[config.mk]
export PLATFORM = sky130hd
export DESIGN_NAME = html_url_byte_escaper_core
export DESIGN_NICKNAME = d
export VERILOG_FILES = /design/src/rtl/core/hesc_pkg.sv /design/src/rtl/core/hesc_encoder.sv /design/src/rtl/core/html_url_byte_escaper_core.sv
export SDC_FILE = /design/constraint.sdc
export NUM_CORES = 1
export LEC_CHECK = 0
export ABC_CLOCK_PERIOD_IN_PS = 3700
export BUFFER_PORTS_ARGS = -buffer_cell sky130_fd_sc_hd__clkbuf_2
export CAP_MARGIN = 30
export CORE_MARGIN = 2
export CORE_UTILIZATION = 55
export DETAILED_ROUTE_END_ITERATION = 10
export PLACE_DENSITY = 0.74
export RECOVER_POWER = 50
export SYNTH_ARGS = -nofsm -noshare
export SYNTH_HDL_FRONTEND = slang
export SYNTH_SLANG_ARGS = --single-unit
[constraint.sdc]
create_clock -name clk -period 3.7 [get_ports clk]
set_input_delay 0.555 -clock clk [delete_from_list [all_inputs] [get_ports clk]]
set_output_delay 0.555 -clock clk [all_outputs]
set_load 0.01 [all_outputs]
[src/rtl/core/hesc_pkg.sv]
package hesc_pkg;

  // Longest escaped run (&quot;) and the width of a run length / byte index
  localparam int RUN_MAX = 6;
  localparam int LEN_W   = 3;

  typedef logic [7:0] byte_t;

  // Escaped form of one input byte, first byte in seq[0]
  typedef struct packed {
    byte_t [RUN_MAX-1:0] seq;
    logic  [LEN_W-1:0]   len;
  } run_t;

  // Escape mode codes
  localparam logic MODE_HTML = 1'b0;
  localparam logic MODE_URL  = 1'b1;

  // Character codes that steer the escaping
  localparam byte_t CH_AMP  = 8'h26;
  localparam byte_t CH_LT   = 8'h3C;
  localparam byte_t CH_GT   = 8'h3E;
  localparam byte_t CH_QUOT = 8'h22;
  localparam byte_t CH_PCT  = 8'h25;
  localparam byte_t CH_SEMI = 8'h3B;

  // Run lengths of the fixed escapes
  localparam logic [LEN_W-1:0] LEN_ONE  = 3'd1;
  localparam logic [LEN_W-1:0] LEN_HEX  = 3'd3;
  localparam logic [LEN_W-1:0] LEN_LTGT = 3'd4;
  localparam logic [LEN_W-1:0] LEN_AMP  = 3'd5;
  localparam logic [LEN_W-1:0] LEN_QUOT = 3'd6;

endpackage

[src/rtl/core/hesc_encoder.sv]
module hesc_encoder (
  input  hesc_pkg::byte_t in_char,
  input  logic            mode,
  output hesc_pkg::run_t  run
);
  import hesc_pkg::*;

  // Uppercase hex digit for one nibble
  function automatic byte_t hex_digit(input logic [3:0] n);
    if (n < 4'd10) begin
      return 8'h30 + {4'b0000, n};
    end else begin
      return 8'h37 + {4'b0000, n};
    end
  endfunction

  // Letters, digits, byte zero and the safe punctuation pass in URL mode
  function automatic logic url_pass(input byte_t c);
    logic alnum;
    logic safe;
    alnum = (c >= "0" && c <= "9") || (c >= "a" && c <= "z") || (c >= "A" && c <= "Z");
    safe  = (c == "-") || (c == "_") || (c == ".") || (c == "+") || (c == "!") ||
            (c == "*") || (c == 8'h27) || (c == "(") || (c == ")") || (c == ",") ||
            (c == CH_PCT) || (c == "#") || (c == "@") || (c == "?") || (c == "=") ||
            (c == CH_SEMI) || (c == ":") || (c == "/") || (c == "$");
    return (c == 8'h00) || alnum || safe;
  endfunction

  // Build the escaped run for one byte
  always_comb begin
    run        = '0;
    run.seq[0] = in_char;
    run.len    = LEN_ONE;
    if (mode == MODE_HTML || !url_pass(in_char)) begin
      priority if (in_char == CH_AMP) begin
        run.seq[0] = CH_AMP;
        run.seq[1] = "a";
        run.seq[2] = "m";
        run.seq[3] = "p";
        run.seq[4] = CH_SEMI;
        run.len    = LEN_AMP;
      end else if (mode == MODE_URL) begin
        run.seq[0] = CH_PCT;
        run.seq[1] = hex_digit(in_char[7:4]);
        run.seq[2] = hex_digit(in_char[3:0]);
        run.len    = LEN_HEX;
      end else if (in_char == CH_LT || in_char == CH_GT) begin
        run.seq[0] = CH_AMP;
        run.seq[1] = (in_char == CH_LT) ? "l" : "g";
        run.seq[2] = "t";
        run.seq[3] = CH_SEMI;
        run.len    = LEN_LTGT;
      end else if (in_char == CH_QUOT) begin
        run.seq[0] = CH_AMP;
        run.seq[1] = "q";
        run.seq[2] = "u";
        run.seq[3] = "o";
        run.seq[4] = "t";
        run.seq[5] = CH_SEMI;
        run.len    = LEN_QUOT;
      end else begin
        run.seq[0] = in_char;
        run.len    = LEN_ONE;
      end
    end
  end

endmodule

[src/rtl/core/html_url_byte_escaper_core.sv]
// Byte escaper: each input transaction carries one text byte, and the core
// returns its escaped form as a run of one to six output transactions, one
// byte per cycle while out_stall is low. With escape_mode 0 it writes HTML
// entities for & < > and the double quote; with escape_mode 1 it
// percent-encodes every byte outside letters, digits, byte zero and the
// URL-safe punctuation (& becomes &amp;). An item holds the run stage until
// the last byte of its run (1, 3, 4, 5 or 6 bytes) is taken, and only then
// does the next item enter; bytes that pass through go at one item per cycle
// while out_stall is low. The first output byte passes the input, run and
// output registers. Write escape_mode only while the core holds no item.
module html_url_byte_escaper_core (
  input  logic                  clk,
  input  logic                  rst,
  input  logic                  cfg_write,
  input  logic                  cfg_data,
  input  logic                  in_valid,
  output logic                  in_stall,
  input  hesc_pkg::byte_t       in_byte,
  input  logic                  text_end,
  output logic                  out_valid,
  input  logic                  out_stall,
  output hesc_pkg::byte_t       out_byte,
  output logic                  last_of_run,
  output logic                  text_done
);
  import hesc_pkg::*;

  logic              escape_mode;
  logic              s1_valid;
  byte_t             s1_byte;
  logic              s1_end;
  run_t              enc_run;
  logic              rn_valid;
  run_t              rn;
  logic [LEN_W-1:0]  rn_idx;
  logic              rn_end;
  logic              out_load;
  logic              rn_last;
  logic              rn_pop;
  logic              rn_free;
  logic              s1_move;
  logic              in_accept;

  // Mode register
  always_ff @(posedge clk) begin
    if (rst) begin
      escape_mode <= MODE_HTML;
    end else if (cfg_write) begin
      escape_mode <= cfg_data;
    end
  end

  // Handshake and stage movement
  assign out_load  = !out_valid || !out_stall;
  assign rn_last   = (rn_idx == LEN_W'(rn.len - LEN_ONE));
  assign rn_pop    = rn_valid && out_load;
  assign rn_free   = !rn_valid || (rn_pop && rn_last);
  assign s1_move   = s1_valid && rn_free;
  assign in_stall  = s1_valid && !rn_free;
  assign in_accept = in_valid && !in_stall;

  // Input register
  always_ff @(posedge clk) begin
    if (rst) begin
      s1_valid <= 1'b0;
    end else if (in_accept) begin
      s1_valid <= 1'b1;
    end else if (s1_move) begin
      s1_valid <= 1'b0;
    end
  end

  always_ff @(posedge clk) begin
    if (in_accept) begin
      s1_byte <= in_byte;
      s1_end  <= text_end;
    end
  end

  hesc_encoder u_encoder (
    .in_char (s1_byte),
    .mode    (escape_mode),
    .run     (enc_run)
  );

  // Run register: load a fresh run, advance one byte per output transaction
  always_ff @(posedge clk) begin
    if (rst) begin
      rn_valid <= 1'b0;
      rn_idx   <= '0;
    end else if (s1_move) begin
      rn_valid <= 1'b1;
      rn_idx   <= '0;
    end else if (rn_pop && rn_last) begin
      rn_valid <= 1'b0;
      rn_idx   <= '0;
    end else if (rn_pop) begin
      rn_idx   <= rn_idx + 1'b1;
    end
  end

  always_ff @(posedge clk) begin
    if (s1_move) begin
      rn     <= enc_run;
      rn_end <= s1_end;
    end
  end

  // Output register
  always_ff @(posedge clk) begin
    if (rst) begin
      out_valid <= 1'b0;
    end else if (out_load) begin
      out_valid <= rn_valid;
    end
  end

  always_ff @(posedge clk) begin
    if (out_load) begin
      out_byte    <= rn.seq[rn_idx];
      last_of_run <= rn_last;
      text_done   <= rn_last && rn_end;
    end
  end

endmodule

Word-level counts from Yosys, hierarchy flattened
Index checks and enable logic that the tools add are counted.
- bits in registers: 76
- output and inout bits: 12
- logic and storage cells: 131
- input bits: 15
- bitwise operators: 2
- reduce and logical (&&, ||, !) cells: 48
- add/subtract/negate cells: 6
- muxes and demuxes: 17
- eq/ne operators: 24
- magnitude comparators: 9
- operators with widths (operator ; count):
    $eq A8 B6 Y1 const B ; 21
    $mux W41 ; 1
    $mux W38 ; 1
    $mux W35 ; 1
    $add A6 B4 Y7 const A ; 4
    $mux W27 ; 1
    $logic_or A1 B1 Y1 ; 26
    $bmux W8 S3 ; 1
    $mux W8 ; 3
    $mux W11 ; 2
    $eq A8 B7 Y1 const B ; 2
    $ge A8 B7 Y1 const B ; 2
    $le A8 B7 Y1 const B ; 2
    $mux W14 ; 1
    $logic_and A1 B1 Y1 ; 9
    $ge A8 B6 Y1 const B ; 1
    $le A8 B6 Y1 const B ; 1
    $logic_not A8 Y1 ; 1
    $lt A4 B4 Y1 const B ; 2
    $logic_not A1 Y1 ; 6
    $mux W6 ; 1
    $reduce_or A3 Y1 ; 2
    $lt A3 B4 Y1 const B ; 1
    $mux W1 ; 4
    other kinds (8) ; 10

Longest topological paths before layout
Gate-level depths: netlist (run 1).
- depth after elaboration: 24
- mapped depth: 8
- gate-level depth less buffers: 7

Cells and area by module
A second synthesis (run 1) with hierarchy kept.
- cell total of the unflattened synthesis: 316
- area total of the unflattened synthesis: 4010.1 µm²
- modules (own cells, without submodules) (module ; cells an instance ; sequential area each (µm²) ; instances ; area an instance (µm²)):
    html_url_byte_escaper_core ; 153 ; 2272.2 ; 1 ; 2947.8
    hesc_encoder ; 163 ; 0.0 ; 1 ; 1062.3

Worst setup path before layout (run 1)
No wires, ideal clock.
- path type: reg-to-reg
- start: register rn[0] in the netlist's numbering
- end: register rn[0] in the netlist's numbering, enable pin
- slack: 646 ps
- required time: 3278 ps
- clock period less this slack: 3054 ps
- arrival time: 2632 ps
- cell stages (with the launch flop): 7
- buffers on the path: 0
- library setup time: 422 ps
- path through: edfxtp_1 > inv_1 > ha_1 > xor3_1 > nor3_1 > a21boi_1 > nor2b_1
- cells in the longest elaborated chain, start to end: 5
- ends and longest elaborated chain (element ; line ; text):
    start: declaration ; html_url_byte_escaper_core.sv:34 ; run_t rn;
    start signal: assignment ; html_url_byte_escaper_core.sv:104 ; rn <= enc_run;
    $sub A3 B1 Y3 ; html_url_byte_escaper_core.sv:55 ; assign rn_last = (rn_idx == LEN_W'(rn.len - LEN_ONE));
    $eq A3 B3 Y1 ; html_url_byte_escaper_core.sv:55 ;
    net rn_last ; html_url_byte_escaper_core.sv:38 ; logic rn_last;
    $logic_and A1 B1 Y1 ; html_url_byte_escaper_core.sv:57 ; assign rn_free = !rn_valid || (rn_pop && rn_last);
    $logic_or A1 B1 Y1 ; html_url_byte_escaper_core.sv:57 ;
    $logic_and A1 B1 Y1 ; html_url_byte_escaper_core.sv:58 ; assign s1_move = s1_valid && rn_free;
    net s1_move ; html_url_byte_escaper_core.sv:41 ; logic s1_move;
The timed path passes the listed nets, and every way through them passes these cells.
A chain may end at the register's enable or synchronous reset.

Worst setup path in the final report (run 1)
- start: register rn_idx[2]
- end: output port in_stall
- cells in the longest elaborated chain, start to end: 5
- ends and longest elaborated chain (element ; line ; text):
    start: declaration ; html_url_byte_escaper_core.sv:35 ; logic [LEN_W-1:0] rn_idx;
    start signal: assignment ; html_url_byte_escaper_core.sv:98 ; rn_idx <= rn_idx + 1'b1;
    $eq A3 B3 Y1 ; html_url_byte_escaper_core.sv:55 ;
    net rn_last ; html_url_byte_escaper_core.sv:38 ;
    $logic_and A1 B1 Y1 ; html_url_byte_escaper_core.sv:57 ;
    $logic_or A1 B1 Y1 ; html_url_byte_escaper_core.sv:57 ;
    $logic_not A1 Y1 ; html_url_byte_escaper_core.sv:59 ; assign in_stall = s1_valid && !rn_free;
    $logic_and A1 B1 Y1 ; html_url_byte_escaper_core.sv:59 ;
    end: declaration ; html_url_byte_escaper_core.sv:17 ; output logic in_stall,
The timed path passes the listed nets, and every way through them passes these cells.

==> summary.txt, run 1 <==
Yosys
  • Synth Flop Type: edfxtp_1
  • Synth cell types: 56
  • Post-Syn Nets: 299
  • Synthesized area: slightly above 0.003 sq mm
  • Async set-reset flop share out of synthesis: 0%
  • Syn avg cell area: 11.4 sq um
  • Seq/Total Area, Yosys: 53.0%
  • Area contributors post-synth: edfxtp_1, ha_1, dfxtp_1
  • Area fraction of the dominant cell type after synthesis: between 40% and 50%
  • Yosys reg bits: 57
  • Post-synth EDFFs: 50
  • Synth area leader: edfxtp_1
  • Synth warn: 0
  • Syn Inst Count: ~270

Timing
  • FMAX: about 0.35 GHz
  • RSZ-0062 raised after global routing: no
  • Fin. Hold Viols: 0
  • Setup Viol. Count Final: 0
  • Fin crit share: 78.3%
  • Slew @ Worst Pin: about 1.1 ns
  • Fin. max-slew vios: 0
  • Clk_skew: 0.00845 ns
  • Worst setup margin: 0.802 ns
  • Setup TNS: 0 ns
  • Min Tclk post-route: roughly 2.9 ns
  • Rel. slew slack: roughly 28%

GRT
  • Largest net degree at the start of global routing: 32
  • Overflow after GRT: 0
  • GRT Overall Usage: between 20% and 30%
  • Vias in the first global route: 2113
  • Antenna violations before repair: 0
  • First-pass GRT wire length: roughly 10 mm

Power and ir drop
  • Clock power frac: 37.8%
  • Maximum vdd ir drop: between 0.2 and 0.3 mV
  • Switch share: roughly 24%
  • Leak: 0.00127 uW
  • Internal Dissipation: between 1000 and 1500 uW
  • Sequential fraction of design power: 52.1%
  • Switching pwr: 357 uW
  • PwrDens: 434 mW/mm^2
  • Comb pwr share: approximately a tenth

Finish
  • Fraction of layout cells with a size suffix above 1: between 10% and 20%
  • # diodes: 0
  • Post-route cell area: between 0.003 and 0.004 sq mm
  • Nets@finish: around 320
  • Leading cell type in the layout, fill and taps excluded: edfxtp_1
  • Final Util: a little over three fifths
  • Most frequent cells in the layout: edfxtp_1, nor2_1, o21ai_0, inv_1, a21oi_1
  • Layout area overhead: 10.8%

Critical path
  • Arr. time, crit path: 2.34 ns
  • Critical path type: flip-flop to output port
  • Top delay family on crit path: flip-flops
  • Crit start category: flip-flop
  • Critical path required time: 3.14 ns
  • CP Max Fanout: 12
  • Worst reg2reg path depth: 7
  • CP cell instances: xor3_1, nor3_1, a21boi_0, nand2_1, inv_1, clkbuf_2
  • Critical Path Sink Type: output port
  • Crit Reg-Reg Endpoint: rn[8]
  • Crit-path slowest cell: dfxtp_1
  • Reg-to-Reg Start: s1_byte[1]
  • Crit path buf inv count: 2
  • R2r setup slk: approximately 0.85 ns
  • Max incr delay on CP: 0.55 ns

Placed design
  • HPWL Detailed: 4.49 mm
  • Placed cell areas: about 0.0033 sq mm
  • GP Congestion: around 0.97
  • I/O Buffers: 26
  • Place WS: between 1 and 1.5 ns

Routing
  • Router iterations before antenna repair: 4
  • # DRC: 0
  • Post-route antenna net violation count: 0
  • Via density: 5.83
  • Drt wl/cell: about 16 um
  • Total number of vias: 2181
  • Total routed wirelength: between 6 and 7 mm
  • Starting DRT DRC Count: roughly 110

CTS
  • Num CTS Buffers: 9
  • H-tree Lvls: 3
  • Clk Latency, worst-skew pair: about 0.33 ns
  • Clock Path Buffers: 2
  • Post-cts sizing count: 0
  • CTS Sinks: 57
  • Hold buffers post-CTS: 0
  • CTS tree: built
  • Clk slew on worst S/H paths: about 0.070 ns
  • CTS Root Cell: clkbuf_8
  • Setup repair bufs after CTS: 0

Hold path
  • Hold path start: text_end
  • HP Class: input pin to flip-flop
  • Hold Crit Depth: 1
  • Hold path endpoint: s1_end

Die
  • Num ports: 27
  • Die area: 0.00625 sq mm
  • Die Y: between 70 and 80 um
  • Die W: between 70 and 80 um
  • Initial cell density of the core: between 50% and 60%
  • Core area: between 0.005 and 0.006 sq mm
  • Std-Cell Rows: 27

Outcome
  • Outcome: finished, final reports clean

Flow run
  • Max-Cap Viols: 0
-- cell families (layout without fill, tap and decap cells) --
| kind of cell | count (synthesis) | after routing | synth area share (%) |
|---|---|---|---|
| AND/OR/NAND/NOR | 81 | 81 | 14.1 |
| AO/OA/AOI/OAI | 73 | 73 | 16.4 |
| flip-flops | 57 | 57 | 53.0 |
| buffers and inverters | 33 | 63 | 4.68 |
| adder cells (fa/ha/maj) | 12 | 12 | 4.84 |
| multiplexers | 9 | 9 | 4.52 |
| XOR/XNOR | 7 | 7 | 2.46 |
-- flip-flops by register name, summed over array words and instances, names as in the netlist --
register     count
rn              30
s1_byte          8
rn_end           1
s1_end           1
s1_valid         1
rn_valid         1
rn_idx           3
out_byte         8
last_of_run      1
escape_mode      1
out_valid        1
text_done        1
-- final cells by class --
type	instances	area [sq um]
fillers	458	2040
flip-flops and latches	57	1640
multi-input cells	182	1310
well taps	72	90.1
inverters	19	71.3
repair buffers	28	125
clock buffers	11	141
clock inverters	5	55.1
-- how the worst max path moves through the flow --
stage / from / end / slack [ns] / cells after the start
finish: rn_idx[2] / in_stall / 0.80 / 6
global route: rn_idx[0] / in_stall / 0.55 / 6
CTS: rn_idx[2] / in_stall / 0.91 / 6
detailed placement: s1_byte[1] / rn[8] / 1.00 / 7
global placement: s1_byte[1] / rn[8] / 1.03 / 7
floorplan: rn[0] / rn[0] / 0.65 / 6
-- cells in the mapped netlist (4+ instances only) --
master and count:
edfxtp_1 50, nor2_1 23, o21ai_0 20, inv_1 19, a21oi_1 17, nand2_1 15, ha_1 12, nor2b_1 11
dfxtp_1 7, and2_1 6, clkbuf_1 6, mux2i_1 5, nand3_1 5, o22ai_1 5, mux4_2 4, nor3_1 4
xnor2_1 4
-- stage by stage --
| step | hold WS [ns] | instances | total power, uW |
|---|---|---|---|
| after floorplan | 0.400 | 272 | 893 |
| after global placement | 0.403 | 358 | 939 |
| after detailed placement | 0.409 | 358 | 943 |
| after CTS | 0.390 | 374 | 1500 |
| after global routing | 0.389 | 374 | 1550 |
| final | 0.401 | 374 | 1490 |
-- layer usage --
layer	vias up	global-route usage [%]	part of all wire [%]
li1	1061	-	-
met3	18	4.20	4.0
met2	68	35.8	48
met5	-	0	0
met4	0	9.83	3.0
met1	1034	28.6	45
-- power groups by stage --
stage | clock network (uW) | registers (uW) | logic [uW]
floorplan | 0 | 778 | 115
global placement | 0 | 788 | 151
detailed placement | 0 | 790 | 153
CTS | 573 | 776 | 154
global route | 604 | 782 | 167
finish | 563 | 776 | 151
(Power assumes the default switching activity.)
==> inputs of run 2 (changes only) <==
--- a/config.mk
+++ b/config.mk
@@ -5,13 +5,14 @@
 export SDC_FILE = /design/constraint.sdc
 export NUM_CORES = 1
 export LEC_CHECK = 0
-export ABC_CLOCK_PERIOD_IN_PS = 3700
+export ABC_AREA = 1
+export ABC_CLOCK_PERIOD_IN_PS = 2450
 export BUFFER_PORTS_ARGS = -buffer_cell sky130_fd_sc_hd__clkbuf_2
 export CAP_MARGIN = 30
 export CORE_MARGIN = 2
-export CORE_UTILIZATION = 55
+export CORE_UTILIZATION = 54
 export DETAILED_ROUTE_END_ITERATION = 10
-export PLACE_DENSITY = 0.74
+export PLACE_DENSITY = 0.76
 export RECOVER_POWER = 50
 export SYNTH_ARGS = -nofsm -noshare
 export SYNTH_HDL_FRONTEND = slang
==> constraint.sdc (replaced) <==
create_clock -name clk -period 2.45 [get_ports clk]
set_input_delay 0.3675 -clock clk [delete_from_list [all_inputs] [get_ports clk]]
set_output_delay 0.3675 -clock clk [all_outputs]
set_load 0.01 [all_outputs]
==> run 2 against run 1 <==
  * Power grew 68%
  * Sequential power grew 52%
  * Non-clock buffer count grew 4
  * Critical path depth grew 3
  * Final cell count grew 29%
  * Clock skew grew 0.0036 ns
  * Flip-flop and latch count is the same
  * Synthesized cell count grew 37%
  * Via count grew 17%
  * Final area grew 4.4%
  * Critical endpoint unchanged
==> summary.txt, run 2 <==
Timing
  • Clk_skew: roughly 0.012 ns
  • Fin crit share: roughly 92%
  • Fin. Hold Viols: 0
  • RSZ-0062 raised after global routing: no
  • Min Tclk post-route: roughly 2.3 ns
  • Fin. max-slew vios: 0
  • Hold Worst Slack: 0.210 ns
  • Rel. slew slack: 51.5%
  • FMAX: 0.442 GHz
  • Slew @ Worst Pin: between 0.7 and 0.8 ns
  • Setup Viol. Count Final: 0
  • Setup TNS: 0 ns

Finish
  • Fraction of layout cells with a size suffix above 1: around 11%
  • Layout area overhead: 13.2%
  • Max FFs per register: 30
  • Nets@finish: around 430
  • Number of fill cells: 485
  • Most frequent cells in the layout: nand2_1, edfxtp_1, inv_1, nor2_1, a21oi_1
  • Top reg by flops: rn
  • # diodes: 0
  • Leading cell type in the layout, fill and taps excluded: nand2_1
  • Largest regs: rn x30, out_byte x8, s1_byte x8

Die
  • Num ports: 27
  • Die area: roughly 0.0065 sq mm
  • Initial cell density of the core: between 50% and 60%
  • Die Y: around 81 um
  • Die W: between 80 and 90 um
  • Std-Cell Rows: 27
  • Core area: roughly 0.0056 sq mm

Critical path
  • Arr. time, crit path: ~1.9 ns
  • CP Max Fanout: 4
  • CP cell instances: inv_1, ha_1, xnor2_1, a21oi_1, and2_1, nand2_2, nand3_1, inv_1, clkbuf_2
  • Crit start category: flip-flop
  • R2r setup slk: 0.23 ns
  • Critical path required time: 2.08 ns
  • Worst reg2reg path depth: 6
  • Max incr delay on CP: between 0.3 and 0.4 ns
  • Critical Path Sink Type: output port
  • Crit Reg-Reg Endpoint: rn[21]
  • Most used cell, CP: inv_1
  • Crit-path slowest cell: edfxtp_1
  • Reg-to-Reg Start: escape_mode
  • Critical path type: flip-flop to output port

Flow run
  • Max-Cap Viols: 0

Yosys
  • Count leader, synth: nand2_1
  • Synth Flop Type: edfxtp_1
  • Compound-cell area share of the yosys netlist: about 9.8%
  • Largest family of logic cells by synthesized area: simple AND/OR/NAND/NOR gates
  • Seq/Total Area, Yosys: just over 50%
  • Synthesized area: ~0.0032 sq mm
  • Synth cell types: 29
  • Post-synth EDFFs: 50
  • Synth area leader: edfxtp_1
  • Synth Area in XOR/XNOR: under 10%
  • Syn avg cell area: between 8 and 9 sq um
  • Area contributors post-synth: edfxtp_1, nand2_1, inv_1
  • Yosys reg bits: 57
  • Multiplexer share of the synthesized area: 0%
  • Area fraction of the dominant cell type after synthesis: about 47%
  • Async set-reset flop share out of synthesis: 0%
  • Post-Syn Nets: 400
  • Synth warn: 0
  • Syn Inst Count: about 370
  • Post-synthesis adder-cell area fraction: 4.74%
  • Synth Area in Simple Gates: around 24%
  • Synth top cells by count: nand2_1, edfxtp_1, inv_1

CTS
  • Hold buffers post-CTS: 0
  • H-tree Lvls: 3
  • Clock Path Buffers: 2
  • Num CTS Buffers: 9
  • Post-cts sizing count: 1
  • CTS tree: built
  • CTS Sinks: 57
  • Clk Latency, worst-skew pair: between 0.3 and 0.4 ns
  • Setup repair bufs after CTS: 0
  • CTS Root Cell: clkbuf_8
  • Clk slew on worst S/H paths: roughly 0.060 ns

Outcome
  • Outcome: finished, final reports clean

Routing
  • Router iterations before antenna repair: 5
  • Total number of vias: 2561
  • Total routed wirelength: roughly 6.7 mm
  • Drt wl/cell: 13.9 um
  • Post-route antenna net violation count: 0
  • # DRC: 0
  • Via density: roughly 5.3
  • Starting DRT DRC Count: ~170

Hold path
  • HP Class: input pin to flip-flop
  • Hold Crit Depth: 1
  • Hold path endpoint: s1_byte[3]
  • Hold path start: in_byte[3]

GRT
  • Vias in the first global route: about 2400
  • Antenna violations before repair: 0
  • Largest net degree at the start of global routing: 32
  • Overflow after GRT: 0
  • GRT Overall Usage: between 20% and 30%
  • First-pass GRT wire length: approximately 11 mm

Power and ir drop
  • Leak: ~0.0016 uW
  • PwrDens: 697 mW/mm^2
  • Maximum vdd ir drop: ~0.45 mV

Placed design
  • GP Congestion: 0.965
  • I/O Buffers: 26
  • HPWL Detailed: about 4.9 mm
==> run 2: critical path, delay by kind of cell (launching register included) <==
kind | cells | cell delay, ns
AOI/OAI and AO/OA | 1 | 0.14
xor gates and xnor gates | 1 | 0.13
adders and majority gates | 1 | 0.24
buffers and inverters | 3 | 0.26
DFF | 1 | 0.39
and+or+nand+nor | 3 | 0.40
==> run 2: per-layer routing <==
metal / GRT usage, % / share of wire, % / up-vias / wire length [um]
li1: - / - / 1292 / -
met1: 29.2 / 42 / 1151 / 2820
met2: 39.1 / 49 / 106 / 3270
met3: 5.96 / 7.0 / 12 / 470
met4: 8.81 / 1.7 / 0 / 113
met5: 0 / 0 / - / 0
==> run 2: cell families after synthesis <==
group                      count (synthesis)
adders and majority gates                 12
AOI/OAI and AO/OA                         55
xor gates and xnor gates                   4
DFF                                       57
buffers and inverters                     60
and+or+nand+nor                          185
==> run 2: worst max-delay path by stage <==
| stage | depth (start not counted) | slack [ns] | start | to |
|---|---|---|---|---|
| after floorplan | 7 | 0.30 | rn[0] | rn[0] |
| after global placement | 9 | 0.19 | s1_byte[5] | rn[21] |
| after detailed placement | 9 | 0.20 | s1_byte[5] | rn[21] |
| after CTS | 9 | 0.12 | rn[0] | in_stall |
| after global routing | 9 | 0.004 | rn[0] | in_stall |
| final | 9 | 0.19 | rn[0] | in_stall |
==> run 2: final cells by class <==
type / count / area [sq um] / area share, %
Tap cell: 72 / 90.1 / 2.51
Clock inverter: 6 / 106 / 2.97
Inverter: 48 / 180 / 5.03
Sequential cell: 57 / 1640 / 45.8
Clock buffer: 10 / 128 / 3.56
Multi-Input combinational cell: 256 / 1290 / 35.9
Timing Repair Buffer: 32 / 150 / 4.19
==> run 2: where the power goes <==
part / switching, uW / internal [uW]
registers: 43.1 / 1140
logic: 187 / 97.9
clock network: 365 / 670
==> run 2: through the flow <==
| stage | worst slack [ns] | area (sq um) | total power, uW | utilization (%) | instances |
|---|---|---|---|---|---|
| final | 0.187 | 3580 | 2500 | 64.3 | 481 |
| after CTS | 0.123 | 3620 | 2530 | 64.9 | 481 |
| after detailed placement | 0.201 | 3380 | 1490 | 60.7 | 465 |
| after floorplan | 0.296 | 3180 | 1400 | - | 373 |
| after global routing | 0.00448 | 3580 | 2610 | 64.3 | 481 |
| after global placement | 0.190 | 3380 | 1490 | 60.7 | 465 |
